File: config.mk
export PLATFORM = sky130hd
export DESIGN_NAME = archive_byte_stream_decrypt_unit_flat
export DESIGN_NICKNAME = d
export VERILOG_FILES = /design/src/design/abds_pkg.sv /design/src/design/abds_ifs.sv /design/src/design/archive_byte_stream_decrypt_unit.sv /design/src/design/abds_step.sv /design/src/flat_wrapper.sv
export SDC_FILE = /design/constraint.sdc
export NUM_CORES = 1
export LEC_CHECK = 0
export BUFFER_PORTS_ARGS = -buffer_cell sky130_fd_sc_hd__clkbuf_2
export CAP_MARGIN = 0
export CORE_MARGIN = 1
export CORE_UTILIZATION = 41
export CTS_CLUSTER_SIZE = 14
export DETAILED_ROUTE_END_ITERATION = 10
export GPL_TIMING_DRIVEN = 0
export RECOVER_POWER = 50
export SLEW_MARGIN = 20
export SYNTH_ARGS = -nofsm -noshare
export SYNTH_HDL_FRONTEND = slang
export SYNTH_SLANG_ARGS = --single-unit
File: constraint.sdc
create_clock -name clk -period 11.2 [get_ports clk]
set_input_delay 1.12 -clock clk [delete_from_list [all_inputs] [get_ports clk]]
set_output_delay 1.12 -clock clk [all_outputs]
set_load 0.01 [all_outputs]
File: src/design/abds_pkg.sv
// Shared types, constants and helper functions for the archive byte stream
// decrypt unit. No dependencies; every other design file uses this package.
`default_nettype none

package abds_pkg;

  // Field widths
  localparam int unsigned KEY_WORD_W = 64;
  localparam int unsigned BYTE_W     = 8;
  localparam int unsigned POS_W      = 4;
  localparam int unsigned STR_W      = 7;
  localparam int unsigned KIND_W     = 2;
  localparam int unsigned CFG_IDX_W  = 3;

  // Boundary constants of the position stepping rule
  localparam logic [POS_W:0]   POS_A_LAST   = 5'h0F;
  localparam logic [POS_W:0]   POS_B_WRAP   = 5'h0C;
  localparam logic [POS_W:0]   POS_B_SPLIT  = 5'h08;
  localparam logic [POS_W-1:0] POS_A_INIT   = 4'd0;
  localparam logic [POS_W-1:0] POS_B_INIT   = 4'd8;
  localparam logic [STR_W-1:0] STR_STEP     = 7'd2;
  localparam logic [POS_W-1:0] POS_B_RELOAD = 4'd2;
  localparam logic [POS_W-1:0] POS_A_RELOAD = 4'd3;

  // Request kinds
  typedef enum logic [KIND_W-1:0] {
    KIND_DECRYPT = 2'd0,
    KIND_RESTART = 2'd1,
    KIND_SKIP    = 2'd2
  } kind_t;

  // Configuration register indexes
  typedef enum logic [CFG_IDX_W-1:0] {
    CFG_KEY_A_LOW    = 3'd0,
    CFG_KEY_A_HIGH   = 3'd1,
    CFG_KEY_B_LOW    = 3'd2,
    CFG_KEY_B_HIGH   = 3'd3,
    CFG_START_STRING = 3'd4,
    CFG_ENABLE       = 3'd5
  } cfg_idx_t;

  // Cipher state carried between the top level and the step logic
  typedef struct packed {
    logic [POS_W-1:0] pos_a;
    logic [POS_W-1:0] pos_b;
    logic [STR_W-1:0] str_num;
    logic             swap;
  } state_t;

  // 5-bit value mod 3: fold base-4 digits, then one compare and subtract
  function automatic logic [1:0] mod3_5b(input logic [4:0] m);
    logic [2:0] s;
    logic [2:0] t;
    s = {2'b00, m[4]} + {1'b0, m[3:2]} + {1'b0, m[1:0]};
    t = {2'b00, s[2]} + {1'b0, s[1:0]};
    if (t >= 3'd3) begin
      t = t - 3'd3;
    end
    return t[1:0];
  endfunction

  // 7-bit value mod 7: fold base-8 digits twice, then one compare and subtract
  function automatic logic [2:0] mod7_7b(input logic [STR_W-1:0] n);
    logic [3:0] s;
    logic [3:0] t;
    s = {3'b000, n[6]} + {1'b0, n[5:3]} + {1'b0, n[2:0]};
    t = {3'b000, s[3]} + {1'b0, s[2:0]};
    if (t >= 4'd7) begin
      t = t - 4'd7;
    end
    return t[2:0];
  endfunction

  // 7-bit value mod 12: low two bits pass, the rest is taken mod 3
  function automatic logic [3:0] mod12_7b(input logic [STR_W-1:0] n);
    return {mod3_5b(n[6:2]), n[1:0]};
  endfunction

endpackage

`default_nettype wire

File: src/design/abds_ifs.sv
// Handshake channel interfaces: encrypted byte requests, plain byte results
// and configuration writes. Depends on abds_pkg for field widths.
`default_nettype none

interface abds_enc_if;
  logic                              valid;
  logic                              ready;
  logic [abds_pkg::KIND_W-1:0]       kind;
  logic [abds_pkg::BYTE_W-1:0]       data_byte;
  logic                              end_of_read;

  modport source (output valid, kind, data_byte, end_of_read, input ready);
  modport sink   (input valid, kind, data_byte, end_of_read, output ready);
endinterface

interface abds_dec_if;
  logic                              valid;
  logic                              ready;
  logic [abds_pkg::BYTE_W-1:0]       plain_byte;
  logic                              end_of_read_out;

  modport source (output valid, plain_byte, end_of_read_out, input ready);
  modport sink   (input valid, plain_byte, end_of_read_out, output ready);
endinterface

interface abds_cfg_if;
  logic                              valid;
  logic                              ready;
  logic [abds_pkg::CFG_IDX_W-1:0]    index;
  logic [abds_pkg::KEY_WORD_W-1:0]   data;

  modport source (output valid, index, data, input ready);
  modport sink   (input valid, index, data, output ready);
endinterface

`default_nettype wire

File: src/design/archive_byte_stream_decrypt_unit.sv
// Archive byte stream decrypt unit. Takes one request per cycle (decrypt a
// byte, restart the cipher state from the configured start string number, or
// skip one byte position) and gives one plain byte per decrypt request, in
// order, through the input register and then the result register.
// Throughput is one request every clock: a request is held in an input
// register, then the key-byte selects, the nibble swap and the state step
// (mod 7 / mod 12 by digit folding) settle combinationally into the result
// register and the state registers. The input side stalls only while a
// result waits in the output register and the next stage also holds a decrypt
// request. Configuration (two 16-byte keys, start string number, enable) is
// written through the cfg channel, which is always ready, and must only be
// changed while no requests are in flight. With decryption off, bytes pass
// through; only restarts change state. Uses abds_pkg, abds_ifs, abds_step.
`default_nettype none

module archive_byte_stream_decrypt_unit (
  input  wire        clk,
  input  wire        rst,
  abds_enc_if.sink   enc,
  abds_dec_if.source dec,
  abds_cfg_if.sink   cfg
);
  import abds_pkg::*;

  // Configuration registers
  logic [KEY_WORD_W-1:0]   key_a_low;
  logic [KEY_WORD_W-1:0]   key_a_high;
  logic [KEY_WORD_W-1:0]   key_b_low;
  logic [KEY_WORD_W-1:0]   key_b_high;
  logic [STR_W-1:0]        start_string_number;
  logic                    decrypt_enable;

  // Input stage
  logic                    s1_valid;
  logic [KIND_W-1:0]       s1_kind;
  logic [BYTE_W-1:0]       s1_data;
  logic                    s1_eor;

  // Cipher state
  state_t                  state;
  state_t                  state_next;
  state_t                  stepped;

  // Result register
  logic                    out_valid;
  logic [BYTE_W-1:0]       out_byte;
  logic                    out_eor;

  logic                    out_free;
  logic                    s1_has_result;
  logic                    s1_go;
  logic [2*KEY_WORD_W-1:0] key_a;
  logic [2*KEY_WORD_W-1:0] key_b;
  logic [BYTE_W-1:0]       kb;
  logic [BYTE_W-1:0]       ka;
  logic [BYTE_W-1:0]       mixed;
  logic [BYTE_W-1:0]       swapped;
  logic [BYTE_W-1:0]       result_byte;

  // Handshake control
  assign out_free      = ~out_valid | dec.ready;
  assign s1_has_result = (s1_kind == KIND_DECRYPT);
  assign s1_go         = s1_valid & (~s1_has_result | out_free);
  assign enc.ready     = ~s1_valid | s1_go;
  assign cfg.ready     = 1'b1;

  assign dec.valid           = out_valid;
  assign dec.plain_byte      = out_byte;
  assign dec.end_of_read_out = out_eor;

  // Write configuration registers
  always_ff @(posedge clk) begin
    if (rst) begin
      key_a_low           <= '0;
      key_a_high          <= '0;
      key_b_low           <= '0;
      key_b_high          <= '0;
      start_string_number <= '0;
      decrypt_enable      <= 1'b0;
    end else if (cfg.valid) begin
      case (cfg.index)
        CFG_KEY_A_LOW:    key_a_low           <= cfg.data;
        CFG_KEY_A_HIGH:   key_a_high          <= cfg.data;
        CFG_KEY_B_LOW:    key_b_low           <= cfg.data;
        CFG_KEY_B_HIGH:   key_b_high          <= cfg.data;
        CFG_START_STRING: start_string_number <= cfg.data[STR_W-1:0];
        CFG_ENABLE:       decrypt_enable      <= cfg.data[0];
        default: ;
      endcase
    end
  end

  // Capture an accepted request
  always_ff @(posedge clk) begin
    if (rst) begin
      s1_valid <= 1'b0;
    end else if (enc.ready) begin
      s1_valid <= enc.valid;
    end
  end

  always_ff @(posedge clk) begin
    if (enc.ready) begin
      s1_kind <= enc.kind;
      s1_data <= enc.data_byte;
      s1_eor  <= enc.end_of_read;
    end
  end

  // Decrypt the held byte
  assign key_a   = {key_a_high, key_a_low};
  assign key_b   = {key_b_high, key_b_low};
  assign kb      = key_b[state.pos_b*BYTE_W +: BYTE_W];
  assign ka      = key_a[state.pos_a*BYTE_W +: BYTE_W];
  assign mixed   = s1_data ^ kb ^ {1'b0, state.str_num};
  assign swapped = state.swap ? {mixed[3:0], mixed[7:4]} : mixed;
  assign result_byte = decrypt_enable ? (swapped ^ ka) : s1_data;

  abds_step u_step (
    .cur (state),
    .nxt (stepped)
  );

  // Select the next cipher state for the request in flight
  always_comb begin
    state_next = state;
    case (s1_kind)
      KIND_RESTART: begin
        state_next.pos_a   = POS_A_INIT;
        state_next.pos_b   = POS_B_INIT;
        state_next.str_num = start_string_number;
        state_next.swap    = 1'b0;
      end
      KIND_SKIP, KIND_DECRYPT: begin
        if (decrypt_enable) begin
          state_next = stepped;
        end
      end
      default: ;
    endcase
  end

  always_ff @(posedge clk) begin
    if (rst) begin
      state.pos_a   <= POS_A_INIT;
      state.pos_b   <= POS_B_INIT;
      state.str_num <= '0;
      state.swap    <= 1'b0;
    end else if (s1_go) begin
      state <= state_next;
    end
  end

  // Hold the result until the sink takes it
  always_ff @(posedge clk) begin
    if (rst) begin
      out_valid <= 1'b0;
    end else if (s1_go && s1_has_result) begin
      out_valid <= 1'b1;
    end else if (dec.ready) begin
      out_valid <= 1'b0;
    end
  end

  always_ff @(posedge clk) begin
    if (s1_go && s1_has_result) begin
      out_byte <= result_byte;
      out_eor  <= s1_eor;
    end
  end

endmodule

`default_nettype wire

File: src/design/abds_step.sv
// Position and string-number stepping rule applied after each byte.
// Pure combinational; depends on abds_pkg for state_t and the mod helpers.
`default_nettype none

module abds_step (
  input  wire abds_pkg::state_t cur,
  output abds_pkg::state_t      nxt
);
  import abds_pkg::*;

  logic [POS_W:0]   a_inc;
  logic [POS_W:0]   b_inc;
  logic [STR_W-1:0] n;
  logic [POS_W-1:0] n_mod7;
  logic [POS_W-1:0] n_mod12;

  assign a_inc   = {1'b0, cur.pos_a} + {{POS_W{1'b0}}, 1'b1};
  assign b_inc   = {1'b0, cur.pos_b} + {{POS_W{1'b0}}, 1'b1};
  assign n       = cur.str_num + STR_STEP;
  assign n_mod7  = {1'b0, mod7_7b(n)};
  assign n_mod12 = mod12_7b(n);

  // Pick one of the three boundary rules
  always_comb begin
    nxt = cur;
    if (a_inc <= POS_A_LAST) begin
      nxt.pos_a = a_inc[POS_W-1:0];
      if (b_inc > POS_B_WRAP) begin
        nxt.pos_b = '0;
        nxt.swap  = ~cur.swap;
      end else begin
        nxt.pos_b = b_inc[POS_W-1:0];
      end
    end else if (b_inc <= POS_B_SPLIT) begin
      nxt.pos_a = '0;
      nxt.pos_b = b_inc[POS_W-1:0];
      nxt.swap  = ~cur.swap;
    end else begin
      nxt.str_num = n;
      if (cur.swap) begin
        nxt.pos_a = n_mod7;
        nxt.pos_b = n_mod12 + POS_B_RELOAD;
        nxt.swap  = 1'b0;
      end else begin
        nxt.pos_b = n_mod7;
        nxt.pos_a = n_mod12 + POS_A_RELOAD;
        nxt.swap  = 1'b1;
      end
    end
  end

endmodule

`default_nettype wire

File: src/flat_wrapper.sv
// flat-port wrapper written by rule: the top's interface ports become plain ports
module archive_byte_stream_decrypt_unit_flat import abds_pkg::*;
  (clk, rst, enc_valid, enc_kind, enc_data_byte, enc_end_of_read, enc_ready, dec_valid, dec_plain_byte, dec_end_of_read_out, dec_ready, cfg_valid, cfg_index, cfg_data, cfg_ready);
  abds_enc_if enc_i ();
  abds_dec_if dec_i ();
  abds_cfg_if cfg_i ();
  input  wire clk;
  input  wire rst;
  input wire logic [$bits(enc_i.valid)-1:0] enc_valid;
  input wire logic [$bits(enc_i.kind)-1:0] enc_kind;
  input wire logic [$bits(enc_i.data_byte)-1:0] enc_data_byte;
  input wire logic [$bits(enc_i.end_of_read)-1:0] enc_end_of_read;
  output wire logic [$bits(enc_i.ready)-1:0] enc_ready;
  output wire logic [$bits(dec_i.valid)-1:0] dec_valid;
  output wire logic [$bits(dec_i.plain_byte)-1:0] dec_plain_byte;
  output wire logic [$bits(dec_i.end_of_read_out)-1:0] dec_end_of_read_out;
  input wire logic [$bits(dec_i.ready)-1:0] dec_ready;
  input wire logic [$bits(cfg_i.valid)-1:0] cfg_valid;
  input wire logic [$bits(cfg_i.index)-1:0] cfg_index;
  input wire logic [$bits(cfg_i.data)-1:0] cfg_data;
  output wire logic [$bits(cfg_i.ready)-1:0] cfg_ready;
  assign enc_i.valid = enc_valid;
  assign enc_i.kind = enc_kind;
  assign enc_i.data_byte = enc_data_byte;
  assign enc_i.end_of_read = enc_end_of_read;
  assign enc_ready = enc_i.ready;
  assign dec_valid = dec_i.valid;
  assign dec_plain_byte = dec_i.plain_byte;
  assign dec_end_of_read_out = dec_i.end_of_read_out;
  assign dec_i.ready = dec_ready;
  assign cfg_i.valid = cfg_valid;
  assign cfg_i.index = cfg_index;
  assign cfg_i.data = cfg_data;
  assign cfg_ready = cfg_i.ready;
  archive_byte_stream_decrypt_unit u_core (.clk(clk), .rst(rst), .enc(enc_i), .dec(dec_i), .cfg(cfg_i));
endmodule
## After elaboration in Yosys (flattened, before gate mapping)

Index checks and enable logic that the tools add are counted.

| storage, ports and cells | value |
|---|---|
| bits in read-only memories | 0 |
| register bits after elaboration | 302 |
| RAM bits | 0 |
| output and inout bits | 12 |
| latch bits | 0 |
| bits of input ports | 83 |
| memories kept | 0 |

| operators by class | value |
|---|---|
| $mul | 0 |
| multiplexer cells | 18 |
| reductions and logical operators | 15 |
| bitwise operators | 11 |
| $lt $le $gt $ge | 5 |
| add/sub/neg operators | 13 |
| divide/modulo/power cells | 0 |
| shifts and indexed selects | 2 |
| equality and inequality tests | 11 |

Operators with widths:

| cell | count |
|---|---|
| $shiftx A128 B8 Y8 | 2 |
| $mux W8 | 5 |
| $pmux W16 S2 | 1 |
| $mux W16 | 1 |
| $xor A8 B8 Y8 | 2 |
| $mux W7 | 2 |
| $reduce_and A2 Y1 | 6 |
| $add A4 B1 Y5 const B | 2 |
| $le A5 B4 Y1 const B | 2 |
| $add A1 B3 Y4 | 2 |
| $add A4 B2 Y4 const B | 2 |
| $xor A8 B7 Y8 | 1 |
| $add A7 B2 Y7 const B | 1 |
| $add A1 B2 Y3 | 2 |
| $eq A3 B2 Y1 const B | 2 |
| $eq A3 B3 Y1 const B | 2 |
| $mux W1 | 6 |
| $gt A5 B4 Y1 const B | 1 |
| $reduce_and A5 Y1 | 1 |
| $add A4 B3 Y4 | 1 |
| $ge A4 B3 Y1 const B | 1 |
| $mux W4 | 1 |
| $ne A2 B2 Y1 const B | 2 |
| $not A1 Y1 | 4 |
| other kinds (20) | 23 |

## Depth between registers and ports, before layout

| depth | value |
|---|---|
| depth after elaboration | 12 |
| gate-level depth with buffers | 17 |
| gate-level depth less buffers | 16 |

## By module

A second synthesis with hierarchy kept.

| unflattened totals | value |
|---|---|
| cells, all modules | 1655 |
| area, all modules | 14257.4 um^2 |

Modules (own cells, without submodules):

| module | area each (um^2) | cells an instance | instances |
|---|---|---|---|
| archive_byte_stream_decrypt_unit | 13205.2 | 1525 | 1 |
| abds_step | 1052.3 | 130 | 1 |

## Least setup slack after synthesis

Ideal clock, no wire load.

| timing path | value |
|---|---|
| kind | reg2reg |
| start | reg u_core.state[4] (netlist bit) |
| end | reg u_core.state[12] (netlist bit) |
| data required time | 11.083 ns |
| slack | 7.554 ns |
| library setup time | 0.117 ns |
| stages on the path, launching flop included | 17 |
| data arrival time | 3.529 ns |
| period minus slack after synthesis | 3.646 ns |
| path buffers | 1 |
| path through | dfxtp_1 clkbuf_1 nand3_1 nor2_1 xnor2_1 inv_1 fa_1 a21o_1 a21o_1 ha_1 ha_1 ha_1 a221oi_1 nor3_1 o311ai_0 nand2_1 a32o_1 |

| between the ends | value |
|---|---|
| cells in the longest elaborated chain, start to end | 11 |
| elaborated cells on any way between the ends | 12 |
| those cells by class | add/sub: 5; order compare: 1; mux: 6 |

RTL lines:

| what | line | source |
|---|---|---|
| start: declaration | archive_byte_stream_decrypt_unit.sv:40 | `state_t state;` |
| start signal: assignment | archive_byte_stream_decrypt_unit.sv:150 | `state <= state_next;` |
| $add A7 B2 Y7 (*) | abds_step.sv:19 | `assign n = cur.str_num + STR_STEP;` |
| $add A1 B3 Y4 (*) | abds_pkg.sv:66 | `s = {3'b000, n[6]} + {1'b0, n[5:3]} + {1'b0, n[2:0]};` |
| $add A4 B3 Y4 (*) | abds_pkg.sv:66 |  |
| $add A1 B3 Y4 (*) | abds_pkg.sv:67 | `t = {3'b000, s[3]} + {1'b0, s[2:0]};` |
| $ge A4 B3 Y1 or $sub A3 B3 Y3 (tied branches) | abds_pkg.sv:68, abds_pkg.sv:69 |  |
| $mux W3 (*) | abds_pkg.sv:68 | `if (t >= 4'd7) begin` |
| $mux W8 (*) | abds_step.sv:40 | `if (cur.swap) begin` |
| $mux W8 (*) | abds_step.sv:34 | `end else if (b_inc <= POS_B_SPLIT) begin` |
| $mux W8 (*) | abds_step.sv:26 | `if (a_inc <= POS_A_LAST) begin` |
| $mux W16 (*) | archive_byte_stream_decrypt_unit.sv:135 | `if (decrypt_enable) begin` |
| $pmux W16 S2 (*) | archive_byte_stream_decrypt_unit.sv:127 | `case (s1_kind)` |

Every way passes the cells marked *; elsewhere a longest branch is shown, timed or not. The select of a mux whose other input is x is not followed.
A chain may end at the register's enable or synchronous reset.

## Worst setup path in the final report

Ends and elaborated chain as after synthesis.

==> reports/metrics.cfg <==
[finish]
diodes=0
area_growth_syn_to_layout_pct=15.0
finalNonFillerCells=2300
multiInputGateArea_um2=7400
fin_util_pct=48.4
nets=1930
postLayoutCellArea_um2=16400
seqCellArea_um2=6250
fill_cells=3329
drive_gt1_share_pct=11.7

[timing]
hold_ws_ns=0.420
min_period_over_period_pct=38.1
final.min_clock_period_ns=4.27
hold_viol_final=0
setup_viol_count_final=0
finClkSkew_ns=0.0162
slew_headroom_pct=39.9
grt_setup_unrepaired=no
tns_ns=0
slew_viol_final=0
max_freq_mhz=234
worst_pin_slew_ns=0.902

[power]
p_clk_share_pct=46.7
pwr-share-comb_pct=6.9
p_leak_nw=5.63
p_int_mw=1.81
powerDensity_nw_per_um2=148
power_switching_mw=0.607
swShare_pct=25.1
p_seq_share_pct=46.4
irDropWorstVdd_mv=0.133

[floorplanning]
die-width_um=188
top_level_ports=95
num_rows=67
coreArea_um2=33900
die_h_um=188
initial_core_util_pct=42.1
die-area_um2=35500

[worst_setup_path]
r2r_cells=16
crit_fanout=7
cp_cell_sequence=clkbuf_1 -> nand3_1 -> nor2_1 -> xnor2_1 -> inv_1 -> fa_1 -> a21o_1 -> a21o_1 -> ha_1 -> ha_1 -> ha_1 -> a221oi_1 -> nor3_1 -> o311ai_0 -> nand2_1 -> a32o_1
slowest_stage=a221oi_1
crit_path_max_incr_delay_ns=0.43
critPathKind=register to register
rr_startpoint=u_core.state[4]
end_kind=register
start_kind=register
critical-path-top-delay-family=compound AO/OA/AOI/OAI gates
cp.arrival_ns=4.68
r2r_end=u_core.state[12]
crit_buf_inv=2
rrSetupSlack_ns=6.93
critPathMostFrequentCell=ha_1
required_ns=11.61

[cts]
cts_setup_buffers=0
postCtsHoldBufs=0
cts_tree=built
htree_levels=2
cts.path.max_buffers=3
cts-resized-gates=0
clk_pin_slew_ns=0.06
cts-root-buf=clkbuf_16
cts_made_buffers=34
clock_latency_ns=0.54
cts.sinks=302

[synth]
synth_top_family_by_area=simple AND/OR/NAND/NOR gates
synthXorXnorAreaFrac_pct=1.35
yosys_register_bits=302
synthTopCellsByArea=dfxtp_1 40%, nand2_1 15%, a21oi_1 9.8%
post-synth-top-count-cell=nand2_1
seq_area_frac_synth_pct=43.9
synth_ff_type=dfxtp_1
synthMuxAreaShare_pct=12.8
async_flop_share_pct=0
ys_types=67
syn_avg_cell_area_um2=8.38
syn_inst=1700
synthSimpleGateAreaFrac_pct=20.0
synth_area_um2=14200
synth_fa_ha_area_share_pct=2.09
yosys_warnings=0
synth_compound_area_share_pct=15.6
syn_nets=1803
synth.top_cells.by_count=560 x nand2_1, 282 x dfxtp_1, 279 x a21oi_1, 94 x clkbuf_1, 66 x mux2i_1
synth_top_area_share_pct=39.6
synth_edf_count=20
yosysTopAreaCell=dfxtp_1

[grt]
grt.total_usage_pct=28.9
grt_start_max_net_pins=14
grt_pass1_vias=12000
overflow=0
grt_pass1_wl_mm=75.7
antenna_found_initial=0

[placed_design]
portBuffers=90
place_area_um2=15300
dp_hpwl_mm=39.2
post-place-cells=2239
place.gp.congestion=0.928

[drt]
route.antenna.remaining_nets=0
dr.pass1.iters=5
wl_mm=51.5
viasPerCell=5.66
drt_iter0_markers=1458
drc=0
wire_per_inst_um=22.4
dr_total_vias=13000

[min_path]
min_from=u_core.s1_eor
whs_path_depth=0
hold_path_end=u_core.dec.end_of_read_out
worst_hold_path_type=register to register

[run_status]
outcome=finished, final reports clean

[flow_run]
maxCapViolations=0

cells in the final DEF (no fill, tap or decap), types with 3 or more instances in the layout:
cell / synthesis / final
nand2_1: 560 / 560
dfxtp_1: 282 / 282
a21oi_1: 279 / 279
clkbuf_1: 94 / 116
clkbuf_2: 0 / 79
mux2i_1: 66 / 66
mux4_2: 51 / 51
nor2_1: 44 / 44
clkbuf_16: 0 / 34
inv_1: 27 / 27
o21ai_0: 21 / 21
edfxtp_1: 20 / 20
a22oi_1: 18 / 18
xnor2_1: 16 / 16
nand2b_1: 16 / 16
ha_1: 15 / 15
and2_1: 12 / 11
nand3_1: 10 / 10
nor2b_1: 10 / 10
nor3_1: 12 / 10
a211oi_1: 10 / 10
clkbuf_8: 0 / 10
buf_4: 8 / 9
buf_2: 8 / 8
a22o_1: 7 / 7
and3_1: 7 / 7
and4_1: 6 / 6
o211a_1: 6 / 6
o2111ai_1: 6 / 6
o221ai_1: 6 / 6
xor2_1: 6 / 6
buf_1: 10 / 5
or2_2: 5 / 5
a21o_1: 5 / 5
fa_1: 5 / 5
clkinv_2: 0 / 5
a31oi_1: 4 / 4
or3_1: 4 / 4
nor4_1: 3 / 3
a21boi_0: 3 / 3
worst max-delay path by stage:
stage	startpoint	endpoint	slack [ns]	depth (start not counted)
final	u_core.state[4]	u_core.state[12]	6.93	16
after global routing	u_core.state[4]	u_core.state[12]	6.57	16
after CTS	u_core.state[2]	u_core.state[12]	6.96	15
after detailed placement	u_core.state[2]	u_core.state[12]	6.99	15
after global placement	u_core.state[4]	u_core.state[12]	7.03	16
after floorplan	u_core.state[4]	u_core.state[12]	7.55	16
layout make-up:
| type | instances | area share, % |
|---|---|---|
| sequential | 302 | 38.1 |
| clock inverter | 11 | 0.695 |
| buffer | 121 | 3.06 |
| tap | 448 | 3.42 |
| timing repair buffer | 91 | 2.71 |
| multi-input combinational | 1248 | 45.1 |
| clock buffer | 50 | 6.17 |
| inverter | 29 | 0.664 |
power by group through the flow:
stage	logic, mW	clock network (mW)	registers [mW]
final	0.167	1.13	1.12
after global placement	0.161	0	1.15
after floorplan	0.0849	0	1.14
after CTS	0.163	1.14	1.12
after global routing	0.177	1.19	1.13
after detailed placement	0.163	0	1.15
layer usage:
layer | part of all wire [%] | global-route usage, % | vias up
met1 | 43 | 40.4 | 6177
met4 | 5.0 | 13.9 | 0
met2 | 43 | 43.7 | 635
met3 | 9.1 | 4.23 | 103
li1 | - | - | 6094
met5 | 0 | 0 | -
registers in the layout, indices dropped and copies added (netlist names):
register,count
u_core.dec.valid,1
u_core.dec.plain_byte,8
u_core.key_a_high,64
u_core.s1_data,8
u_core.dec.end_of_read_out,1
u_core.decrypt_enable,1
u_core.s1_kind,2
u_core.key_b_low,64
u_core.start_string_number,7
u_core.s1_eor,1
u_core.s1_valid,1
u_core.key_b_high,64
u_core.key_a_low,64
u_core.state,16
logic make-up (layout without fill, tap and decap cells):
logic type / after synthesis / count (layout)
AND/OR/NAND/NOR: 698 / 698
AO/OA/AOI/OAI: 388 / 388
flip-flops: 302 / 302
buffers and inverters: 150 / 302
multiplexers: 118 / 118
XOR/XNOR: 22 / 22
adder cells (fa/ha/maj): 21 / 21
other: 1 / 1
through the flow:
stage,worst slack (ns),total power [mW]
floorplan,7.55,1.23
global placement,7.03,1.31
detailed placement,6.99,1.31
CTS,6.96,2.43
global route,6.57,2.49
finish,6.93,2.42
Note: power is estimated with default switching activity, not from simulation.
